[src/rtl/dstoi_pkg.sv]
// shared constants, types and helpers of the decimal string to int64 parser
package dstoi_pkg;

  localparam int MAX_LEN = 4096;
  localparam int POS_W   = $clog2(MAX_LEN + 1);
  localparam int CHAR_W  = 8;
  localparam int VALUE_W = 64;
  localparam int END_W   = 13;
  localparam int ACC_W   = VALUE_W + 4;

  localparam logic [CHAR_W-1:0] CH_SPACE = 8'h20;
  localparam logic [CHAR_W-1:0] CH_TAB   = 8'h09;
  localparam logic [CHAR_W-1:0] CH_LF    = 8'h0A;
  localparam logic [CHAR_W-1:0] CH_VT    = 8'h0B;
  localparam logic [CHAR_W-1:0] CH_FF    = 8'h0C;
  localparam logic [CHAR_W-1:0] CH_CR    = 8'h0D;
  localparam logic [CHAR_W-1:0] CH_PLUS  = 8'h2B;
  localparam logic [CHAR_W-1:0] CH_MINUS = 8'h2D;
  localparam logic [CHAR_W-1:0] CH_ZERO  = 8'h30;
  localparam logic [CHAR_W-1:0] CH_NINE  = 8'h39;

  localparam logic [VALUE_W-1:0] MAG_MAX = 64'h7FFF_FFFF_FFFF_FFFF;
  localparam logic [VALUE_W-1:0] MAG_MIN = 64'h8000_0000_0000_0000;

  typedef enum logic [1:0] {
    PH_DONE,
    PH_WS,
    PH_SIGN,
    PH_DIG
  } phase_t;

  typedef struct packed {
    logic [CHAR_W-1:0] char_byte;
    logic              string_start;
  } item_t;

  typedef struct packed {
    logic signed [VALUE_W-1:0] value;
    logic [END_W-1:0]          end_offset;
    logic                      overflowed;
  } res_t;

  function automatic logic is_space(input logic [CHAR_W-1:0] c);
    return (c == CH_SPACE) || (c == CH_TAB) || (c == CH_LF) ||
           (c == CH_CR) || (c == CH_VT) || (c == CH_FF);
  endfunction

  function automatic logic is_digit(input logic [CHAR_W-1:0] c);
    return (c >= CH_ZERO) && (c <= CH_NINE);
  endfunction

endpackage

[src/rtl/dstoi_ifs.sv]
// character and result channel interfaces
interface dstoi_char_if import dstoi_pkg::*; ();
  logic              valid;
  logic              ready;
  logic [CHAR_W-1:0] char_byte;
  logic              string_start;

  modport source(output valid, output char_byte, output string_start, input ready);
  modport sink(input valid, input char_byte, input string_start, output ready);
endinterface

interface dstoi_res_if import dstoi_pkg::*; ();
  logic                      valid;
  logic                      ready;
  logic signed [VALUE_W-1:0] value;
  logic [END_W-1:0]          end_offset;
  logic                      overflowed;

  modport source(output valid, output value, output end_offset, output overflowed,
                 input ready);
  modport sink(input valid, input value, input end_offset, input overflowed,
               output ready);
endinterface

[src/rtl/dstoi_parse.sv]
// parse state machine: whitespace, sign and saturating digit accumulation
module dstoi_parse import dstoi_pkg::*; (
  input  logic  clk,
  input  logic  rst,
  input  logic  go,
  input  item_t item,
  output logic  res_valid,
  output res_t  res
);

  phase_t             phase, phase_next;
  logic               is_negative, is_negative_next;
  logic [VALUE_W-1:0] magnitude, magnitude_next;
  logic               clipped, clipped_next;
  logic [POS_W-1:0]   position, position_next;
  logic [POS_W-1:0]   digits_begin, digits_begin_next;

  phase_t             cur_phase;
  logic               cur_neg;
  logic [VALUE_W-1:0] cur_mag;
  logic               cur_clip;
  logic [POS_W-1:0]   cur_pos;
  logic [POS_W-1:0]   cur_db;
  logic [POS_W-1:0]   pos_inc;
  logic               c_space, c_sign, c_digit;
  logic               ws_eaten, take, emit, no_digits;
  logic [ACC_W-1:0]   acc, bound;
  logic               over;

  // a string start restarts the parse with this character
  assign cur_phase = item.string_start ? PH_WS : phase;
  assign cur_neg   = item.string_start ? 1'b0 : is_negative;
  assign cur_mag   = item.string_start ? '0 : magnitude;
  assign cur_clip  = item.string_start ? 1'b0 : clipped;
  assign cur_pos   = item.string_start ? '0 : position;
  assign cur_db    = item.string_start ? '0 : digits_begin;

  assign pos_inc = (cur_pos >= POS_W'(MAX_LEN)) ? POS_W'(MAX_LEN) : cur_pos + 1'b1;

  assign c_space = is_space(item.char_byte);
  assign c_sign  = (item.char_byte == CH_PLUS) || (item.char_byte == CH_MINUS);
  assign c_digit = is_digit(item.char_byte);

  assign ws_eaten  = (cur_phase == PH_WS) && (c_space || c_sign);
  assign take      = (cur_phase != PH_DONE) && !ws_eaten && c_digit;
  assign emit      = (cur_phase != PH_DONE) && !ws_eaten && !c_digit;
  assign no_digits = (cur_phase == PH_SIGN) || (cur_phase == PH_WS);

  // magnitude * 10 + digit against the bound for the sign
  assign acc   = (ACC_W'(cur_mag) << 3) + (ACC_W'(cur_mag) << 1) +
                 ACC_W'(item.char_byte[3:0]);
  assign bound = ACC_W'(MAG_MAX) + ACC_W'(cur_neg);
  assign over  = acc > bound;

  always_comb begin
    phase_next = cur_phase;
    unique case (cur_phase)
      PH_DONE: phase_next = PH_DONE;
      PH_WS: begin
        if (c_space) begin
          phase_next = PH_WS;
        end else if (c_sign) begin
          phase_next = PH_SIGN;
        end else if (c_digit) begin
          phase_next = PH_DIG;
        end else begin
          phase_next = PH_DONE;
        end
      end
      PH_SIGN, PH_DIG: phase_next = c_digit ? PH_DIG : PH_DONE;
      default: phase_next = PH_DONE;
    endcase
  end

  always_comb begin
    is_negative_next  = cur_neg;
    magnitude_next    = cur_mag;
    clipped_next      = cur_clip;
    position_next     = cur_pos;
    digits_begin_next = cur_db;
    if (cur_phase == PH_WS) begin
      if (c_space) begin
        position_next = pos_inc;
      end else if (c_sign) begin
        is_negative_next  = (item.char_byte == CH_MINUS);
        position_next     = pos_inc;
        digits_begin_next = pos_inc;
      end else begin
        digits_begin_next = cur_pos;
      end
    end
    if (take) begin
      position_next = pos_inc;
      if (!cur_clip) begin
        if (over) begin
          magnitude_next = bound[VALUE_W-1:0];
          clipped_next   = 1'b1;
        end else begin
          magnitude_next = acc[VALUE_W-1:0];
        end
      end
    end
  end

  always_comb begin
    res_valid = go && emit;
    if (no_digits) begin
      res.value      = '0;
      res.end_offset = END_W'((cur_phase == PH_SIGN) ? cur_db : cur_pos);
      res.overflowed = 1'b0;
    end else begin
      res.value      = $signed(cur_neg ? (VALUE_W'(0) - cur_mag) : cur_mag);
      res.end_offset = END_W'(cur_pos);
      res.overflowed = cur_clip;
    end
  end

  always_ff @(posedge clk) begin
    if (rst) begin
      phase        <= PH_DONE;
      is_negative  <= 1'b0;
      clipped      <= 1'b0;
      position     <= '0;
      digits_begin <= '0;
    end else if (go) begin
      phase        <= phase_next;
      is_negative  <= is_negative_next;
      clipped      <= clipped_next;
      position     <= position_next;
      digits_begin <= digits_begin_next;
    end
  end

  always_ff @(posedge clk) begin
    if (go) begin
      magnitude <= magnitude_next;
    end
  end

  a_clip_at_bound: assert property (@(posedge clk) disable iff (rst)
    clipped |-> (magnitude == MAG_MAX || magnitude == MAG_MIN))
    else $error("clipped magnitude off its bound");

  a_pos_limit: assert property (@(posedge clk) disable iff (rst)
    position <= POS_W'(MAX_LEN))
    else $error("position beyond limit");

  a_db_order: assert property (@(posedge clk) disable iff (rst)
    digits_begin <= position)
    else $error("digit start after current position");

endmodule

[src/rtl/decimal_string_to_int64_saturating.sv]
// top level: input register, parse stage and two-entry result buffer
// the ending character sits in the input register; its result is registered in the buffer
// throughput: one character per cycle; the result buffer holds two results, so characters
// keep flowing while a result waits, and input stalls only when both entries and the
// input register are full
// reset: synchronous rst clears the pipeline valids and leaves the parser idle until a string start
module decimal_string_to_int64_saturating import dstoi_pkg::*; (
  input logic         clk,
  input logic         rst,
  dstoi_char_if.sink  chars,
  dstoi_res_if.source results
);

  logic  s1_valid;
  item_t s1_item;
  logic  proc_go;
  logic  p_valid;
  res_t  p_res;
  logic  out_valid, skid_valid;
  res_t  out_res, skid_res;
  logic  out_take;

  assign proc_go     = s1_valid && !skid_valid;
  assign chars.ready = !s1_valid || !skid_valid;
  assign out_take    = out_valid && results.ready;

  always_ff @(posedge clk) begin
    if (rst) begin
      s1_valid <= 1'b0;
    end else if (chars.ready) begin
      s1_valid <= chars.valid;
    end
  end

  always_ff @(posedge clk) begin
    if (chars.valid && chars.ready) begin
      s1_item.char_byte    <= chars.char_byte;
      s1_item.string_start <= chars.string_start;
    end
  end

  dstoi_parse u_parse (
    .clk       (clk),
    .rst       (rst),
    .go        (proc_go),
    .item      (s1_item),
    .res_valid (p_valid),
    .res       (p_res)
  );

  always_ff @(posedge clk) begin
    if (rst) begin
      out_valid  <= 1'b0;
      skid_valid <= 1'b0;
    end else if (skid_valid) begin
      if (out_take) begin
        out_valid  <= 1'b1;
        skid_valid <= 1'b0;
      end
    end else if (p_valid) begin
      if (out_valid && !results.ready) begin
        skid_valid <= 1'b1;
      end else begin
        out_valid <= 1'b1;
      end
    end else if (out_take) begin
      out_valid <= 1'b0;
    end
  end

  always_ff @(posedge clk) begin
    if (skid_valid) begin
      if (out_take) begin
        out_res <= skid_res;
      end
    end else if (p_valid) begin
      if (out_valid && !results.ready) begin
        skid_res <= p_res;
      end else begin
        out_res <= p_res;
      end
    end
  end

  assign results.valid      = out_valid;
  assign results.value      = out_res.value;
  assign results.end_offset = out_res.end_offset;
  assign results.overflowed = out_res.overflowed;

  a_skid_behind_out: assert property (@(posedge clk) disable iff (rst)
    skid_valid |-> out_valid)
    else $error("skid entry without output entry");

  a_skid_fill: assert property (@(posedge clk) disable iff (rst)
    $rose(skid_valid) |-> $past(out_valid && !results.ready))
    else $error("skid filled while output was free");

  a_ovf_value: assert property (@(posedge clk) disable iff (rst)
    (results.valid && results.overflowed) |->
      (results.value == $signed(MAG_MAX) || results.value == $signed(MAG_MIN)))
    else $error("overflowed result not at an int64 limit");

endmodule

[src/flat_wrapper.sv]
// flat-port wrapper written by rule: the top's interface ports become plain ports
module decimal_string_to_int64_saturating_flat import dstoi_pkg::*;
  (clk, rst, chars_valid, chars_char_byte, chars_string_start, chars_ready, results_valid, results_value, results_end_offset, results_overflowed, results_ready);
  dstoi_char_if chars_i ();
  dstoi_res_if results_i ();
  input logic clk;
  input logic rst;
  input wire logic [$bits(chars_i.valid)-1:0] chars_valid;
  input wire logic [$bits(chars_i.char_byte)-1:0] chars_char_byte;
  input wire logic [$bits(chars_i.string_start)-1:0] chars_string_start;
  output wire logic [$bits(chars_i.ready)-1:0] chars_ready;
  output wire logic [$bits(results_i.valid)-1:0] results_valid;
  output wire logic [$bits(results_i.value)-1:0] results_value;
  output wire logic [$bits(results_i.end_offset)-1:0] results_end_offset;
  output wire logic [$bits(results_i.overflowed)-1:0] results_overflowed;
  input wire logic [$bits(results_i.ready)-1:0] results_ready;
  assign chars_i.valid = chars_valid;
  assign chars_i.char_byte = chars_char_byte;
  assign chars_i.string_start = chars_string_start;
  assign chars_ready = chars_i.ready;
  assign results_valid = results_i.valid;
  assign results_value = results_i.value;
  assign results_end_offset = results_i.end_offset;
  assign results_overflowed = results_i.overflowed;
  assign results_i.ready = results_ready;
  decimal_string_to_int64_saturating u_core (.clk(clk), .rst(rst), .chars(chars_i), .results(results_i));
endmodule
[config.mk]
export PLATFORM = sky130hd
export DESIGN_NAME = decimal_string_to_int64_saturating_flat
export DESIGN_NICKNAME = d
export VERILOG_FILES = /design/src/rtl/dstoi_pkg.sv /design/src/rtl/dstoi_ifs.sv /design/src/rtl/dstoi_parse.sv /design/src/rtl/decimal_string_to_int64_saturating.sv /design/src/flat_wrapper.sv
export SDC_FILE = /design/constraint.sdc
export NUM_CORES = 1
export LEC_CHECK = 0
export BUFFER_PORTS_ARGS = -buffer_cell sky130_fd_sc_hd__buf_2
export CAP_MARGIN = 20
export CELL_PAD_IN_SITES_DETAIL_PLACEMENT = 2
export CELL_PAD_IN_SITES_GLOBAL_PLACEMENT = 2
export CORE_ASPECT_RATIO = 1.4
export CORE_UTILIZATION = 41
export DETAILED_ROUTE_END_ITERATION = 12
export PLACE_DENSITY = 0.78
export SLEW_MARGIN = 30
export SYNTH_ARGS = -nofsm -noshare
export SYNTH_HDL_FRONTEND = slang
export SYNTH_HIERARCHICAL = 1
export SYNTH_SLANG_ARGS = --single-unit
[constraint.sdc]
create_clock -name clk -period 11.6 [get_ports clk]
set_input_delay 1.74 -clock clk [delete_from_list [all_inputs] [get_ports clk]]
set_output_delay 1.74 -clock clk [all_outputs]
set_load 0.005 [all_outputs]
======== Yosys cells after proc, flatten, opt, wreduce, memory -nomap -nowiden ========
Index checks and enable logic that the tools add are counted.
operators by class
  add/sub/neg operators ................... 5
  magnitude comparators ................... 4
  eq/ne operators ......................... 14
  muxes and demuxes ....................... 42
  bitwise operators ....................... 1
  reductions and logical operators ........ 32
operators with widths
  operator                                             number
  two-way mux 78 bit                                   5
  two-way mux 64 bit                                   5
  two-way mux 13 bit                                   10
  adder 67 x 65 -> 68 bit                              1
  adder 68 x 4 -> 68 bit                               1
  greater-than comparator 68 x 64 -> 1 bit             1
  adder 63 x 1 -> 64 bit, first input constant         1
  subtractor 1 x 64 -> 64 bit, first input constant    1
  == test 8 x 4 -> 1 bit, second input constant        5
  == test 8 x 6 -> 1 bit, second input constant        3
  two-way mux 1 bit                                    17
  adder 13 x 1 -> 13 bit, second input constant        1
  >= comparator 13 bit, second input constant          1
  logical AND 1 bit                                    10
  logical OR 1 bit                                     9
  AND reduction 3 bit                                  3
  >= comparator 8 x 6 -> 1 bit, second input constant  1
  <= comparator 8 x 6 -> 1 bit, second input constant  1
  two-way mux 2 bit                                    4
  case mux 2 bit (3 select lines)                      1
  nonzero test 2 bit                                   3
  logical NOT 1 bit                                    5
  == test 2 bit, second input constant                 2
  inequality test 3 bit, second input constant         1
  other kinds (6)                                      6
storage, ports and cells
  register bits ........................... 262
  input bits .............................. 13
  word-level logic and storage cells ...... 115

======== Depth between registers and ports, before layout ========
  depth after elaboration ................. 14
  mapped depth ............................ 37

======== Modules after synthesis ========
The synthesis kept the hierarchy.
by module, submodules not included
  module                              times used  cells each  area an instance (sq um)
  dstoi_parse                         1           1769        13392.8
  decimal_string_to_int64_saturating  1           271         6242.2

======== Worst setup path after synthesis ========
Ideal clock, no wire load.
  kind .................................... register to register
  start point ............................. reg u_core.skid_valid
  end point ............................... reg u_core/skid_res[0] in the netlist's numbering, enable pin
  data arrival time ....................... 9352 ps
  required time ........................... 11043 ps
  slack ................................... 1691 ps
  stages on the path, launching flop included .. 9
  path buffers ............................ 3
  clock period less this slack ............ 9909 ps
  path through ............................ dfxtp_1 -> buf_6 -> buf_8 -> buf_8 -> nor2b_1 -> inv_1 -> nor4b_1 -> inv_1 -> nor4b_2
between the ends
  cells in the longest elaborated chain, start to end .. 4
RTL lines
  what                           line                                      source
  start: declaration             decimal_string_to_int64_saturating.sv:19  logic out_valid, skid_valid;
  start signal: assignment       decimal_string_to_int64_saturating.sv:54  skid_valid <= 1'b0;
  start signal: assignment       decimal_string_to_int64_saturating.sv:58  skid_valid <= 1'b0;
  start signal: assignment       decimal_string_to_int64_saturating.sv:62  skid_valid <= 1'b1;
  logical NOT 1 bit              decimal_string_to_int64_saturating.sv:23  assign proc_go = s1_valid && !skid_valid;
  logical AND 1 bit              decimal_string_to_int64_saturating.sv:23
  named net u_core.proc_go       decimal_string_to_int64_saturating.sv:16  logic proc_go;
  logical AND 1 bit              dstoi_parse.sv:106                        res_valid = go && emit;
  named net u_core.p_valid       decimal_string_to_int64_saturating.sv:17  logic p_valid;
  AND reduction 3 bit (no line)  n/a
  end signal: assignment         decimal_string_to_int64_saturating.sv:78  skid_res <= p_res;
  end: declaration               decimal_string_to_int64_saturating.sv:20  res_t out_res, skid_res;
The timed path passes the listed nets, and every way through them passes these cells.
A chain may end at the register's enable or synchronous reset.

======== Final worst setup path ========
  start point ............................. reg u_core/s1_item[0] in the netlist's numbering
  end point ............................... reg u_core.u_parse.magnitude[19], data pin
between the ends
  cells in the longest elaborated chain, start to end .. 7
RTL lines
  what                                                                           line                                      source
  start: declaration                                                             decimal_string_to_int64_saturating.sv:15  item_t s1_item;
  two-way mux 64 bit or two-way mux 2 bit (tied branches)                        dstoi_parse.sv:33, dstoi_parse.sv:31
  adder 67 x 65 -> 68 bit or == test 2 x 1 -> 1 bit (tied branches)              dstoi_parse.sv:50, dstoi_parse.sv:44
  adder 68 x 4 -> 68 bit or logical AND 1 bit (tied branches)                    dstoi_parse.sv:50, dstoi_parse.sv:44
  greater-than comparator 68 x 64 -> 1 bit or logical NOT 1 bit (tied branches)  dstoi_parse.sv:53, dstoi_parse.sv:45
  two-way mux 64 bit or logical AND 1 bit (tied branches)                        dstoi_parse.sv:95, dstoi_parse.sv:45
  two-way mux 64 bit or logical AND 1 bit (tied branches)                        dstoi_parse.sv:94, dstoi_parse.sv:45
  two-way mux 64 bit *                                                           dstoi_parse.sv:92                         if (take) begin
  named net u_core.u_parse.magnitude_next[19]                                    dstoi_parse.sv:13                         logic [VALUE_W-1:0] magnitude, magnitude_next;
  end signal: assignment                                                         dstoi_parse.sv:136                        magnitude <= magnitude_next;
  end: declaration                                                               dstoi_parse.sv:13
The timed path passes the listed nets; every way through them passes the cells marked *.

==> reports/summary.txt <==
Status -> finished, final reports clean
Peak supply drop -> 0.105 mV
Critical Path AT -> 9180 ps
Worst r2r dst -> u_core/u_parse/magnitude[19]
Hold Fails Final Rpt -> 0
FF-to-FF setup slack -> 2660 ps
Vias in the first global route -> 18.5k
Setup Buffers After CTS -> 0
Critical path type -> flop to flop
Final-report setup violation count -> 0
Inserted Diodes -> 0
Fin area -> 21400 um^2
First-pass GRT wire length -> 111000 um
Placed wire-length estimate -> 52300 um
M3 GR Usage -> 1.81%
DP Area -> 20500 um^2
Tcrit/Tclk final -> 77.1%
Most common cell after layout, fill and taps aside -> edfxtp_1
H-tree Lvls -> 1
Hold path depth -> 2
Data required time at the worst endpoint -> 11840 ps
Worst min-delay path startpoint -> u_core/u_parse/digits_begin[9]
GRT overflow -> 0
Number of distinct library cells after synthesis -> 84
Sink Count -> 262
Ys flop type -> edfxtp_1
Dpl cells -> 2654
Synthesized area per cell -> 9.63 um^2
Share of layout cells above drive strength 1 -> 13.3%
Total negative setup slack -> 0 ps
Most used cell, CP -> a21oi_1
Die height -> 261 um
Reg2reg path depth -> 28
Hold-fix buffers, CTS -> 0
1st-iter DRT viols -> 867
Largest area contributor in the netlist -> edfxtp_1
Register clock-pin slew on the reported worst setup and hold paths -> 70 ps
Final Slew Violations -> 0
Total nets after synthesis -> 2251
Largest cells by area after synthesis -> edfxtp_1 35%, ha_1 13%, a21oi_1 4.1%
DRC viols -> 0
Port-buffer cells -> 92
Fin util -> 45.5%
Final hold slack -> 528 ps
Global Route Usage Sum -> 29.1%
RSZ-0062 raised after global routing -> no
Routed WL -> 71600 um
Via count -> 16.5k
Yosys Warn Count -> 6
Detailed-router iteration count before antenna repair -> 5
Slew HR -> 36.2%
Site Rows -> 94
Die W -> 187 um
Root buffer cell -> clkbuf_16
Antenna Nets Post-Route -> 0
Instance count on the critical path -> 28
Global route hottest layer -> met2
Detailed-route vias per instance -> 6.12
CP Launch Type -> flop
Inserted Clock Buffers -> 25
Top Family by Delay on Critical Path -> compound AO/OA/AOI/OAI gates
Pwr per Cell Area -> 115 nW/um^2
Max Cap Viol -> 0
Reg area -> 7540 um^2
Starting Density -> 41.6%
CTS tree -> built
Critical path capture point type -> flop
Slew @ Worst Pin -> 945 ps
EDFF count, synth -> 229
Fin cells -> 2699
Origin of the critical flop-to-flop path -> u_core/s1_item[0]
Top cell type's share of synthesized area -> 35.0%
Pin count of the biggest net entering global routing -> 104
Fill count -> 4987
Area grow syn2layout -> 9.17%
Core area -> 47200 um^2
CP peak stage delay -> 980 ps
Later-pin clock latency in the skew report -> 560 ps
Setup Skew -> 15.4 ps
I/O pin count -> 93
Synthesized area -> 19600 um^2
#FFs+latches synth -> 262
FFs w/ async S/R, synth -> 0%
Routability cong. -> 0.876
Max Fclk -> 0.112 GHz
Worst hold path type -> flop to flop
Antenna violations before repair -> 0
Die ar. -> 48800 um^2
LEAKAGE -> 8.70 nW
Met1 GRT Util -> 34.4%
Post-Syn Instances -> 2040
CTS max path bufs -> 3
Sequential cell area fraction in the yosys report -> 38.4%
Critical-path top delay cell -> edfxtp_1
Worst hold endpoint -> u_core/u_parse/digits_begin[9]
Nets -> 2268
Crit path buf inv count -> 3
Multi-input logic area -> 11400 um^2
Post-CTS sizing -> 0
Worst Path Max Fanout -> 103
Met2 Use GR -> 55.0%
Most frequent cells in the layout -> 229 x edfxtp_1, 197 x ha_1, 192 x nand2_1
Final Critical Period -> 8940 ps
Routed WL per cell -> 26.5 um
[worst reg2reg max path, delay by kind of cell (launching register included)]
kind	cells	cell delay (ps)
AOI/OAI and AO/OA	13	3750
and+or+nand+nor	8	1840
DFF	1	980
adders and majority gates	3	910
buffers and inverters	3	860
xor gates and xnor gates	1	270
[where the power goes]
group	leakage [nW]	switching, mW	internal (mW)
sequential	2.41	0.0219	1.05
combinational	5.87	0.309	0.160
clock	0.413	0.402	0.511
[area by class of cell]
type	count	area share, %
well taps	624	3.64
repair buffers	114	3.03
clock buffers	25	2.92
clock inverters	20	1.18
inverters	45	0.788
flip-flops and latches	262	35.2
multi-input cells	1609	53.3
[sequential cells by signal (all words and copies together) (netlist names)]
signal	cells
u_core/u_parse/clipped	1
u_core/u_parse/is_negative	1
u_core/skid_valid	1
u_core/s1_item	9
u_core/results.overflowed	1
u_core/u_parse/magnitude	64
u_core/u_parse/position	13
u_core/u_parse/phase	2
u_core/results.value	64
u_core/u_parse/digits_begin	13
u_core/s1_valid	1
u_core/results.valid	1
u_core/skid_res	78
u_core/results.end_offset	13
[stage by stage]
stage / power [mW] / setup slack, ps
2_1_floorplan: 1.40 / 1690
3_3_place_gp: 1.52 / 2700
3_5_place_dp: 1.55 / 2650
4_1_cts: 2.47 / 2630
5_1_grt: 2.54 / 2080
6_report: 2.46 / 2660
[cell usage after synthesis, types with 18 or more instances]
| master | instances |
|---|---|
| a21o_1 | 50 |
| a21oi_1 | 159 |
| a221o_1 | 25 |
| a31oi_1 | 19 |
| and2_1 | 26 |
| clkbuf_1 | 96 |
| dfxtp_1 | 33 |
| edfxtp_1 | 229 |
| ha_1 | 197 |
| inv_1 | 45 |
| mux2_2 | 49 |
| mux2_4 | 33 |
| nand2_1 | 192 |
| nand3_1 | 84 |
| nand4_1 | 47 |
| nor2_1 | 161 |
| nor2b_1 | 78 |
| nor3_1 | 30 |
| o21ai_0 | 90 |
| o31ai_1 | 18 |
| xnor2_1 | 57 |
| xor2_1 | 63 |
[cell families (layout without fill, tap and decap cells)]
family          count (synthesis)  in the layout  synth area share [%]
simple gates                  706            706                  17.8
compound gates                500            500                  16.6
flops                         262            262                  38.4
fa+ha+maj                     198            198                  12.7
buf+inv                       169            204                  3.75
xor+xnor                      120            120                  5.35
mux                            85             85                  5.49
[routing by layer]
layer	vias up	share of wire (%)	wire, um
met1	8406	41	29600
li1	7591	-	-
met5	-	0	0
met4	0	3.7	2630
met3	129	2.8	1980
met2	401	52	37300
[how the worst max path moves through the flow]
stage	endpoint	slack [ps]	startpoint
after floorplan	u_core/skid_res[0]	1690	u_core/skid_valid
after detailed placement	u_core/u_parse/magnitude[19]	2650	u_core/s1_item[0]
after global routing	u_core/u_parse/magnitude[19]	2080	u_core/s1_item[0]
after CTS	u_core/u_parse/magnitude[19]	2630	u_core/s1_item[0]
final	u_core/u_parse/magnitude[19]	2660	u_core/s1_item[0]
after global placement	u_core/u_parse/magnitude[16]	2700	u_core/s1_item[0]
(Power assumes the default switching activity.)
